## config.mk

```make
export PLATFORM = sky130hd
export DESIGN_NAME = aabb_ctrl
export DESIGN_NICKNAME = d
export VERILOG_FILES = /design/src/hw/rtl/aabb_pkg.sv /design/src/hw/rtl/aabb_ctrl.sv
export SDC_FILE = /design/constraint.sdc
export NUM_CORES = 1
export LEC_CHECK = 0
export ABC_AREA = 1
export BUFFER_PORTS_ARGS = -buffer_cell sky130_fd_sc_hd__buf_2
export CORE_MARGIN = 2
export CORE_UTILIZATION = 35
export CTS_CLUSTER_DIAMETER = 150
export DETAILED_ROUTE_END_ITERATION = 6
export GPL_TIMING_DRIVEN = 0
export SLEW_MARGIN = 10
export SYNTH_ARGS = -nofsm -noshare
export SYNTH_HDL_FRONTEND = slang
export SYNTH_SLANG_ARGS = --single-unit
```

## constraint.sdc

```tcl
create_clock -name clk -period 1.8 [get_ports clk]
set_clock_uncertainty 0.15 [all_clocks]
set_input_delay 0.18 -clock clk [delete_from_list [all_inputs] [get_ports clk]]
set_output_delay 0.18 -clock clk [all_outputs]
set_load 0.02 [all_outputs]
```

## src/hw/rtl/aabb_pkg.sv

```systemverilog
package aabb_pkg;

	localparam int SLOT_W  = 3;
	localparam int KIND_W  = 5;
	localparam int COORD_W = 16;
	localparam int DIM_W   = 15;
	localparam int MASK_W  = 32;
	localparam int OP_W    = 2;
	localparam int STAT_W  = 3;

	typedef enum logic [OP_W-1:0] {
		OP_ADD   = 2'd0,
		OP_ERASE = 2'd1,
		OP_SCAN  = 2'd2,
		OP_LOAD  = 2'd3
	} op_t;

	typedef enum logic [STAT_W-1:0] {
		ST_OK    = 3'd0,
		ST_FULL  = 3'd1,
		ST_EMPTY = 3'd2,
		ST_HIT   = 3'd3,
		ST_DONE  = 3'd4
	} status_t;

	// which result the datapath forms on an emit command
	typedef enum logic [2:0] {
		EM_ADD   = 3'd0,
		EM_ERASE = 3'd1,
		EM_LOAD  = 3'd2,
		EM_HIT_A = 3'd3,
		EM_HIT_B = 3'd4,
		EM_DONE  = 3'd5
	} emit_sel_t;

	typedef struct packed {
		logic signed [COORD_W-1:0] x;
		logic signed [COORD_W-1:0] y;
		logic [DIM_W-1:0]          w;
		logic [DIM_W-1:0]          h;
		logic [KIND_W-1:0]         kind;
		logic                      listens;
	} box_t;

	typedef struct packed {
		logic              idle;
		logic              pair_rd;
		logic              mask_rd;
		logic              emit;
		emit_sel_t         sel;
		logic [SLOT_W-1:0] slot_a;
		logic [SLOT_W-1:0] slot_b;
	} dp_cmd_t;

	typedef struct packed {
		logic in_valid;
		op_t  op;
		logic out_free;
		logic pair_used;
		logic hit_a;
		logic hit_b;
	} dp_stat_t;

endpackage

```

## src/hw/rtl/aabb_ctrl.sv

```systemverilog
module aabb_ctrl import aabb_pkg::*; #(
	parameter int SLOTS = 8
) (
	input  logic     clk,
	input  logic     arst_n,
	input  dp_stat_t stat,
	output dp_cmd_t  cmd
);

	localparam int IW = $clog2(SLOTS);

	typedef enum logic [2:0] {
		S_IDLE,
		S_EXEC,
		S_PAIR,
		S_OVL,
		S_HITA,
		S_HITB,
		S_DONE
	} state_t;

	state_t        state_q;
	logic [IW-1:0] i_q;
	logic [IW-1:0] k_q;
	logic          last_k;
	logic          last_i;
	logic [IW-1:0] i_next;

	assign last_k = (k_q == IW'(SLOTS - 1));
	assign last_i = (i_q == IW'(SLOTS - 2));
	assign i_next = i_q + 1'b1;

	always_comb begin
		cmd         = '0;
		cmd.sel     = EM_DONE;
		cmd.slot_a  = SLOT_W'(i_q);
		cmd.slot_b  = SLOT_W'(k_q);
		unique case (state_q)
			S_IDLE: cmd.idle = 1'b1;
			S_EXEC: begin
				cmd.emit = (stat.op != OP_SCAN) && stat.out_free;
				unique case (stat.op)
					OP_ADD:   cmd.sel = EM_ADD;
					OP_ERASE: cmd.sel = EM_ERASE;
					OP_LOAD:  cmd.sel = EM_LOAD;
					default:  cmd.sel = EM_DONE;
				endcase
			end
			S_PAIR: cmd.pair_rd = stat.pair_used;
			S_OVL:  cmd.mask_rd = 1'b1;
			S_HITA: begin
				cmd.sel  = EM_HIT_A;
				cmd.emit = stat.hit_a && stat.out_free;
			end
			S_HITB: begin
				cmd.sel  = EM_HIT_B;
				cmd.emit = stat.hit_b && stat.out_free;
			end
			S_DONE: begin
				cmd.sel  = EM_DONE;
				cmd.emit = stat.out_free;
			end
			default: cmd.idle = 1'b0;
		endcase
	end

	always_ff @(posedge clk or negedge arst_n) begin
		if (!arst_n) begin
			state_q <= S_IDLE;
			i_q     <= '0;
			k_q     <= '0;
		end else begin
			unique case (state_q)
				S_IDLE: begin
					if (stat.in_valid) state_q <= S_EXEC;
				end
				S_EXEC: begin
					if (stat.op == OP_SCAN) begin
						i_q     <= '0;
						k_q     <= IW'(1);
						state_q <= S_PAIR;
					end else if (stat.out_free) begin
						state_q <= S_IDLE;
					end
				end
				S_PAIR: begin
					if (stat.pair_used) begin
						state_q <= S_OVL;
					end else if (last_k) begin
						if (last_i) begin
							state_q <= S_DONE;
						end else begin
							i_q <= i_next;
							k_q <= i_next + 1'b1;
						end
					end else begin
						k_q <= k_q + 1'b1;
					end
				end
				S_OVL: state_q <= S_HITA;
				S_HITA: begin
					if (!stat.hit_a || stat.out_free) state_q <= S_HITB;
				end
				S_HITB: begin
					if (!stat.hit_b || stat.out_free) begin
						if (last_k) begin
							if (last_i) begin
								state_q <= S_DONE;
							end else begin
								i_q     <= i_next;
								k_q     <= i_next + 1'b1;
								state_q <= S_PAIR;
							end
						end else begin
							k_q     <= k_q + 1'b1;
							state_q <= S_PAIR;
						end
					end
				end
				S_DONE: begin
					if (stat.out_free) state_q <= S_IDLE;
				end
				default: state_q <= S_IDLE;
			endcase
		end
	end

endmodule

```

# Yosys cells after proc, flatten, opt, wreduce, memory -nomap -nowiden
# Index checks and enable logic that the tools add are counted.
# W data, S select, Z words.
[word_totals] register_bits=9 out_inout_bits=13 wordCells=65
[classes] n_addsub=3 n_eq_ne=19 n_mux=28 reduce_logical=12
[ops] operator="$mux W3" count=20
[ops] operator="$pmux W3 S3" count=3
[ops] operator="$pmux W3 S7" count=1
[ops] operator="$pmux W4 S4" count=1
[ops] operator="$eq A3 B3 Y1 const B" count=5
[ops] operator="$ne A2 B2 Y1 const B" count=6
[ops] operator="$add A3 B1 Y3 const B" count=3
[ops] operator="$eq A3 B2 Y1 const B" count=2
[ops] operator="$ne A3 B3 Y1 const B" count=2
[ops] operator="$reduce_and A5 Y1" count=1
[ops] operator="$eq A2 B2 Y1 const B" count=2
[ops] operator="$reduce_and A4 Y1" count=1
[ops] operator="$eq A3 B1 Y1 const B" count=1
[ops] operator="$logic_and A1 B1 Y1" count=3
[ops] operator="$logic_not A3 Y1" count=1
[ops] operator="$mux W1" count=3
[ops] operator="$reduce_bool A3 Y1" count=1
[ops] operator="$eq A2 B1 Y1 const B" count=1
[ops] operator="$logic_not A1 Y1" count=2
[ops] operator="$logic_not A2 Y1" count=1
[ops] operator="$logic_or A1 B1 Y1" count=2

# Longest topological paths before layout
# Gate-level depths: netlist of the first run.
[logic_depth] word_depth=6 ltp_mapped=11 depth_no_buf=11

# Least setup slack after synthesis of the first run
# Ideal clock, no wire load.
[synth_timing] kind="flip-flop to flip-flop" from="register i_q[0]" to="register k_q[2]" setup_time_ns=0.117 arrival_time_ns=1.443 required_ns=1.533 setup_slack_ns=0.090 stages_incl_launch_ff=11 n_path_buf=0 period_less_slack_ns=1.710 cell_sequence="dfrtp_1 inv_1 ha_1 nand3_1 nand2_1 inv_1 ha_1 a21oi_1 nor2_1 nand2_1 nand2_1"
[synth_between] elab_chain_len=6 elab_cells_between_ends=8 cone_classes="add/sub: 2; eq/ne: 1; mux: 5"
[synth_rtl] item="start, declared" line="aabb_ctrl.sv:23" text="logic [IW-1:0] i_q;"
[synth_rtl] item="start signal, assigned" line="aabb_ctrl.sv:93" text="i_q <= i_next;"
[synth_rtl] item="start signal, assigned" line="aabb_ctrl.sv:110" text="i_q <= i_next;"
[synth_rtl] item="$add A3 B1 Y3" line="aabb_ctrl.sv:31" text="assign i_next = i_q + 1'b1;"
[synth_rtl] item="$add A3 B1 Y3" line="aabb_ctrl.sv:94, aabb_ctrl.sv:111"
[synth_rtl] item="$mux W3 *" line="aabb_ctrl.sv:90, aabb_ctrl.sv:107"
[synth_rtl] item="$mux W3 *" line="aabb_ctrl.sv:106" text="if (last_k) begin"
[synth_rtl] item="$mux W3 (on tied branches)" line="aabb_ctrl.sv:105, aabb_ctrl.sv:87"
[synth_rtl] item="$pmux W3 S3 *" line="aabb_ctrl.sv:73" text="unique case (state_q)"
[synth_rtl] item="end signal, assigned" line="aabb_ctrl.sv:94" text="k_q <= i_next + 1'b1;"
[synth_rtl] item="end signal, assigned" line="aabb_ctrl.sv:97" text="k_q <= k_q + 1'b1;"
[synth_rtl] item="end signal, assigned" line="aabb_ctrl.sv:111" text="k_q <= i_next + 1'b1;"
[synth_rtl] item="end, declared" line="aabb_ctrl.sv:24" text="logic [IW-1:0] k_q;"
# Mark *: on every way between the ends. The rest lies on a longest branch, timed or not. The select of a mux whose other input is x is not followed.
# A chain may end at the register's enable or synchronous reset.

==> run metrics, run 1 <==
status complete, no violations; clock root cell clkbuf_4; initial drt markers 15; ANT nets after route 0; P_leak 0.592 nW; WL final 1.94 mm; post-synthesis cell count 126; first-pass GRT wire length 3.11 mm; Hold EP state_q[1]; Worst Hold Launch stat[2]; Finished Cell Area 1030 um2; Antenna Cells 0; dpl cell area 938 um2; Vias 875; type of origin of the critical path flip-flop; Post-Syn Nets 141; final period utilization 96.9%; Worst-Skew Late Latency 260 ps; yosys warns 0; clk sinks 9; CP Cell Sequence inv_4 -> nor2_4 -> nand2_2 -> nor2_2 -> nor2_1 -> a31oi_1 -> buf_4; FF/Latch Area 229 um2; initial cell density of the core 36.4%; CTS Buf Count 3; Area Growth Syn to Fin 28.5%; die height 51.8 um; Die Span X 51.8 um; CTS tree yes; Setup-failing EPs final 0; Final Hold Viols 0; initial antenna violation count 0; number of global-route vias before repair 794; PortBufs 21; Core ar. 2190 um2; drt pass-1 iters 4; DR vias/cell 4.78; flop-to-flop setup slack 140 ps; clock buffer depth 2; clk slew on worst S/H paths 70 ps; Setup WS pre-CTS 130 ps; DP Wirelength 1.50 mm; setup slack after layout 55.3 ps; CP arrival 1410 ps; largest net degree at the start of global routing 10; Seq/Total Area, Yosys 28.2%; crit path max-delay cell type dfrtp_2; Mapped Area 798 um2; Worst Reg-to-Reg Cells 11; # H-tree levels 1; Slew Viols, Final 0; crit-path max FO 5; MaxCap Viol Count 0; hold path cells 4; GP Congestion 0.768; FF+latch count, synth 9; most frequent cells in the layout nand2_1 (47), buf_2 (20), inv_1 (16), nand3_1 (11), nor2_1 (7); GRT Util Overall 15.2%; CP Class reg -> out; HP Class in -> reg; WP data required 1470 ps; R2R Path End k_q[2]; total congestion overflow 0; die area 2680 um2; worst stage delay on the critical path 430 ps; Yosys cell types 17; Fill cells 235; wire length per cell 10.6 um; Crit Reg-Reg Startpoint i_q[0]; Multi-input gate area 514 um2; layout cells sized above 1 31.6%; Worst setup EP type primary output; Top Family by Delay on Critical Path flip-flops; Power Density 1530 nW/um2; commonest non-fill, non-tap cell in the layout nand2_1; DRC violations left 0; Bufs and invs on worst path 2; min Tclk post-route 1740 ps; Std-Cell Rows 17; Top Ports 22; worst slew pin tran 214 ps; Fmax 0.573 GHz; Avg Cell Area, Syn 6.34 um2; worst slew margin relative to its limit 85.8%; Final Net Count 171; worst vdd ir 0.895 mV
[timing repair]
action                                  4_1_cts  5_1_grt
endpoints found under the setup margin        1        3
hold buffers                                  1        0
endpoints found under the hold margin         9        0
pin swaps                                     0        1
gates resized for setup                       1       10
setup buffers                                 0        3
[cell type report]
cell class | instances | area share, %
Clock buffer | 4 | 2.56
Inverter | 21 | 7.93
Multi-Input combinational cell | 96 | 50.1
Sequential cell | 9 | 22.3
Tap cell | 28 | 3.41
Timing Repair Buffer | 25 | 13.7
[worst reg2reg max path, cell delays in order, from the launching register on]
cell	delay, ps
dfrtp_1	390
inv_1	90
ha_1	300
nand3_1	70
nand2_1	60
inv_1	40
ha_1	190
nand3_1	80
nand2_1	50
nor2_1	90
nand2_1	50
nand2_1	50
[sequential cells by signal (all words and copies together), names as in the netlist]
signal   flops
i_q          3
k_q          3
state_q      3
[layer usage]
metal / wire length, um / track usage (%)
met1: 832 / 18.8
met2: 1020 / 26.5
met3: 88 / 4.31
met4: 0 / 2.63
met5: 0 / 0
[report_power, final]
group / total [mW] / leakage (nW) / switching [mW] / internal (mW)
Sequential: 0.393 / 0.114 / 0.108 / 0.285
Combinational: 1.02 / 0.463 / 0.661 / 0.360
Clock: 0.158 / 0.0150 / 0.0723 / 0.0855
Total: 1.57 / 0.592 / 0.841 / 0.731
[cells by family after synthesis]
group / count (synthesis) / share of synthesized area (%)
buf+inv: 21 / 9.88
compound gates: 10 / 6.74
simple gates: 80 / 45.8
flops: 9 / 28.2
fa+ha+maj: 6 / 9.40
[worst max path at each step]
stage | start | endpoint | slack [ps] | cells past startpoint
after floorplan | i_q[0] | k_q[2] | 90 | 10
after global placement | i_q[0] | k_q[2] | 160 | 10
after detailed placement | i_q[0] | k_q[2] | 130 | 10
after CTS | state_q[0] | cmd[9] | 8 | 7
after global routing | state_q[0] | cmd[9] | -20 | 7
final | state_q[0] | cmd[9] | 60 | 7
[cells in the mapped netlist]
master   number  share of area, %
nand2_1      48                23
nor2_4        1               1.4
inv_2         5               2.4
nand3_2       4               5.0
nor2_2        3               2.4
ha_1          6               9.4
dfrtp_1       9                28
a21oi_1       2               1.3
inv_1        16               7.5
o21a_1        1              0.94
nor2_1       10               4.7
o21ai_1       5               3.1
nand3_1      12               7.5
o21ai_0       1              0.63
nand2_4       1               1.4
a31oi_1       1              0.78
or2_1         1              0.78
[stage by stage]
step	total power [mW]	utilization, %	hold slack (ps)	std cells	setup TNS (ps)
global placement	1.31	42.8	-105	175	0
floorplan	1.07	-	-266	126	0
CTS	1.50	44.5	106	180	0
global route	1.73	46.8	122	183	-16.7
detailed placement	1.33	42.8	-104	175	0
finish	1.57	46.8	131	183	0
No activity file was read; power rests on OpenSTA's default activity.
==> run 2, diff against run 1 <==
--- a/config.mk
+++ b/config.mk
@@ -12,6 +12,7 @@
 export CTS_CLUSTER_DIAMETER = 150
 export DETAILED_ROUTE_END_ITERATION = 6
 export GPL_TIMING_DRIVEN = 0
+export MAX_ROUTING_LAYER = met4
 export SLEW_MARGIN = 10
 export SYNTH_ARGS = -nofsm -noshare
 export SYNTH_HDL_FRONTEND = slang
==> run metrics, run 2 (synthesis results as in run 1) <==
Top Ports 22; initial antenna violation count 0; final hold slack 126 ps; Regs by FF count i_q: 3 flops, k_q: 3 flops, state_q: 3 flops; worst slew pin tran 213 ps; # H-tree levels 1; CP arrival 1420 ps; Crit path depth 7; Power Density 1530 nW/um2; Fill cells 235; Std-Cell Rows 17; P_leak 0.592 nW; Fmax 0.572 GHz; MaxCap Viol Count 0; CP Cell Sequence inv_4 -> nor2_4 -> nand2_2 -> nor2_2 -> nor2_1 -> a31oi_1 -> buf_4; HP Class in -> reg; initial cell density of the core 36.4%; die area 2680 um2; WL final 1.94 mm; WP data required 1470 ps; final period utilization 97.1%; PortBufs 21; Core ar. 2190 um2; Vias 864; Slew Viols, Final 0; GRT Util Overall 15.6%; first-pass GRT wire length 3.11 mm; Bufs and invs on worst path 2; Area Growth Syn to Fin 28.5%; Multi-input gate area 514 um2; hold path cells 4; CP Class reg -> out; Die Span X 51.8 um; Antenna Cells 0; Top Family by Delay on Critical Path flip-flops; Final Hold Viols 0; drt pass-1 iters 5; DR vias/cell 4.72; total congestion overflow 0; worst slew margin relative to its limit 85.8%; crit path max-delay cell type dfrtp_2; Worst-Skew Late Latency 260 ps; commonest non-fill, non-tap cell in the layout nand2_1; wire length per cell 10.6 um; ANT nets after route 0; GP Congestion 0.778; type of origin of the critical path flip-flop; post-layout util 46.8%; clock root cell clkbuf_4; FF/Latch Area 229 um2; CTS Buf Count 3; most frequent cells in the layout nand2_1 (47), buf_2 (20), inv_1 (16), nand3_1 (11), nor2_1 (7); Final Net Count 171; worst stage delay on the critical path 440 ps; die height 51.8 um; initial drt markers 13; Placed Cells 175; worst vdd ir 0.895 mV; layout cells sized above 1 31.6%; number of global-route vias before repair 790; Setup-failing EPs final 0; Worst Reg-to-Reg Cells 11; Worst setup EP type primary output; setup_tns 0 ps; CTS tree yes; clock buffer depth 2; status complete, no violations; Post-Layout Cell Count 183; DRC violations left 0; clk sinks 9; DP Wirelength 1.50 mm; crit-path max FO 5; largest net degree at the start of global routing 10; clk slew on worst S/H paths 70 ps; min Tclk post-route 1750 ps
## run 2: power breakdown
group / leakage [nW] / switching, mW / internal (mW)
Combinational: 0.463 / 0.662 / 0.361
Sequential: 0.114 / 0.108 / 0.285
Clock: 0.0150 / 0.0728 / 0.0855
## run 2: what timing repair did
action / CTS / global route
setup buffers: 0 / 3
pin swaps: 0 / 1
endpoints found under the hold margin: 9 / 0
hold buffers: 1 / 0
gates cloned: 0 / 0
setup endpoints to repair: 1 / 3
resized for setup: 1 / 10
## run 2: metrics by stage
stage | power, mW | cell area, um2 | worst slack (ps)
detailed placement | 1.33 | 938 | 130
finish | 1.57 | 1030 | 52.3
floorplan | 1.07 | 798 | 90.0
global route | 1.73 | 1030 | -16.7
global placement | 1.31 | 938 | 162
CTS | 1.50 | 976 | 7.72
## run 2: worst reg2reg max path, cell delays in order (launching register included)
cell,delay (ps)
dfrtp_1,390
inv_1,100
ha_1,310
nand3_1,70
nand2_1,60
inv_1,40
ha_1,200
nand3_1,80
nand2_1,50
nor2_1,90
nand2_1,50
nand2_1,50
## run 2: layout make-up
cell class / instances / area share, %
multi-input cells: 96 / 50.1
inverters: 21 / 7.93
repair buffers: 25 / 13.7
well taps: 28 / 3.41
clock buffers: 4 / 2.56
flip-flops and latches: 9 / 22.3
## run 2: path summary, 6_finish.rpt
kind | slack (ps) | end | start
worst max-delay path | 50 | cmd[9] | state_q[0]
worst min-delay path | 130 | state_q[1] | stat[2]
worst max register to register | 130 | k_q[2] | i_q[0]
worst min register to register | 400 | i_q[1] | i_q[1]
max in group asynchronous | 1150 | state_q[1] | arst_n
min in group asynchronous | 150 | k_q[2] | arst_n
## run 2: metal layers
layer	part of all wire, %	vias up	track usage, %
met2	52	16	26.5
met5	0	-	-
met1	44	399	18.8
met4	0	0	2.63
met3	3.9	0	4.31
li1	-	449	-
==> run 3, diff against run 2 <==
--- a/config.mk
+++ b/config.mk
@@ -11,8 +11,8 @@
 export CORE_UTILIZATION = 35
 export CTS_CLUSTER_DIAMETER = 150
 export DETAILED_ROUTE_END_ITERATION = 6
-export GPL_TIMING_DRIVEN = 0
 export MAX_ROUTING_LAYER = met4
+export SETUP_SLACK_MARGIN = 0.2
 export SLEW_MARGIN = 10
 export SYNTH_ARGS = -nofsm -noshare
 export SYNTH_HDL_FRONTEND = slang
==> run metrics, run 3 (synthesis results as in run 1) <==
status complete, no violations; Worst setup EP type primary output; type of origin of the critical path flip-flop; Power Density 1580 nW/um2; GP Congestion 0.809; worst stage delay on the critical path 410 ps; Top Ports 22; WP data required 1470 ps; Worst Reg-to-Reg Cells 8; GR Util met3 3.45%; RSZ-0062 raised after global routing true; clock root cell clkbuf_4; Area Growth Syn to Fin 46.1%; DR vias/cell 4.78; ANT nets after route 0; post-layout util 53.2%; Core ar. 2190 um2; P_leak 0.616 nW; initial antenna violation count 0; Fmax 0.581 GHz; Top Family by Delay on Critical Path flip-flops; Regs by FF count i_q: 3 flops, k_q: 3 flops, state_q: 3 flops; WL final 2.12 mm; die area 2680 um2; Finished Cell Area 1170 um2; Bufs and invs on worst path 2; CTS Buf Count 3; number of global-route vias before repair 792; Placed Cells 175; Critical Path Start state_q[0]; setup slack after layout 79.7 ps; worst slew pin tran 227 ps; M2 GR Usage 27.1%; drt pass-1 iters 5; die height 51.8 um; CTS tree yes; initial drt markers 28; Final Hold Viols 0; most frequent cells in the layout nand2_1 (45), buf_2 (17), inv_1 (14), buf_4 (12), nand3_1 (9); clk slew on worst S/H paths 80 ps; CP arrival 1390 ps; Setup-failing EPs final 0; Vias 898; crit path max-delay cell type dfrtp_1; layout cells sized above 1 41.3%; CP Cell Sequence inv_4 -> nor2_4 -> nand2_2 -> nor2_4 -> nor2_1 -> a31oi_1 -> buf_4; Worst-Skew Late Latency 280 ps; PortBufs 21; Post-Layout Cell Count 188; Slew Viols, Final 0; GRT Util Overall 17.0%; largest net degree at the start of global routing 10; initial cell density of the core 36.4%; global route hottest layer met2; Setup WS pre-CTS 196 ps; Std-Cell Rows 17; worst setup path end cmd[9]; MaxCap Viol Count 0; met1 Track Usage GR 19.5%; Crit Reg-Reg Startpoint state_q[1]; total congestion overflow 0; worst slew margin relative to its limit 84.7%; wire length per cell 11.3 um; crit-path max FO 5; DP Wirelength 1.48 mm; flop-to-flop setup slack 180 ps; dpl cell area 956 um2; final period utilization 95.6%; worst vdd ir 0.797 mV; setup_tns 0 ps; Crit path depth 7; first-pass GRT wire length 3.19 mm; Antenna Cells 0; HP Class in -> reg; min Tclk post-route 1720 ps; CP Class reg -> out; Final Net Count 176; R2R Path End i_q[2]; Most Frequent Cell on Critical Path nor2_4; clock buffer depth 2; clk sinks 9; # H-tree levels 1; commonest non-fill, non-tap cell in the layout nand2_1; DRC violations left 0; Die Span X 51.8 um
-- run 3: changes by cell type in the layout (fill, tap and decap cells not counted), sizes merged --
cell  change
buf       +5
-- run 3: routing by layer --
metal | wire [um] | vias to the layer above
li1 | - | 463
met1 | 900 | 407
met2 | 1110 | 24
met3 | 79 | 4
met4 | 33 | 0
met5 | 0 | -
-- run 3: how the worst min path moves through the flow --
stage,endpoint,from,slack (ps),cells past startpoint
finish,state_q[0],stat[0],120,5
global route,state_q[1],stat[2],150,4
CTS,state_q[1],stat[2],130,4
detailed placement,state_q[0],arst_n,-100,1
global placement,state_q[0],arst_n,-100,1
floorplan,i_q[0],arst_n,-270,0
-- run 3: through the flow --
step / hold slack, ps / power (mW)
2_1_floorplan: -266 / 1.09
3_3_place_gp: -95.8 / 1.33
3_5_place_dp: -97.1 / 1.34
4_1_cts: 130 / 1.60
5_1_grt: 148 / 2.02
6_report: 122 / 1.85
-- run 3: cell type report --
type | instances | area (um2)
clock buffers | 4 | 26.3
fillers | 209 | 1020
inverters | 21 | 88.8
multi-input cells | 96 | 599
flip-flops and latches | 9 | 231
well taps | 28 | 35.0
repair buffers | 30 | 185
-- run 3: where the power goes --
group | leakage, nW | internal [mW] | switching [mW]
clock network | 0.0150 | 0.0860 | 0.0916
registers | 0.110 | 0.286 | 0.115
logic | 0.491 | 0.497 | 0.771
-- run 3: timing repair --
item,CTS,global route
pin swaps,2,9
hold buffers,1,0
buffers inserted,5,3
hold endpoints to repair,9,0
setup endpoints to repair,5,11
gates resized for setup,5,26
-- run 3: tightest hold or removal path, delay by kind of cell --
family	cells	cell delay [ps]
and+or+nand+nor	3	180
buffers and inverters	2	160
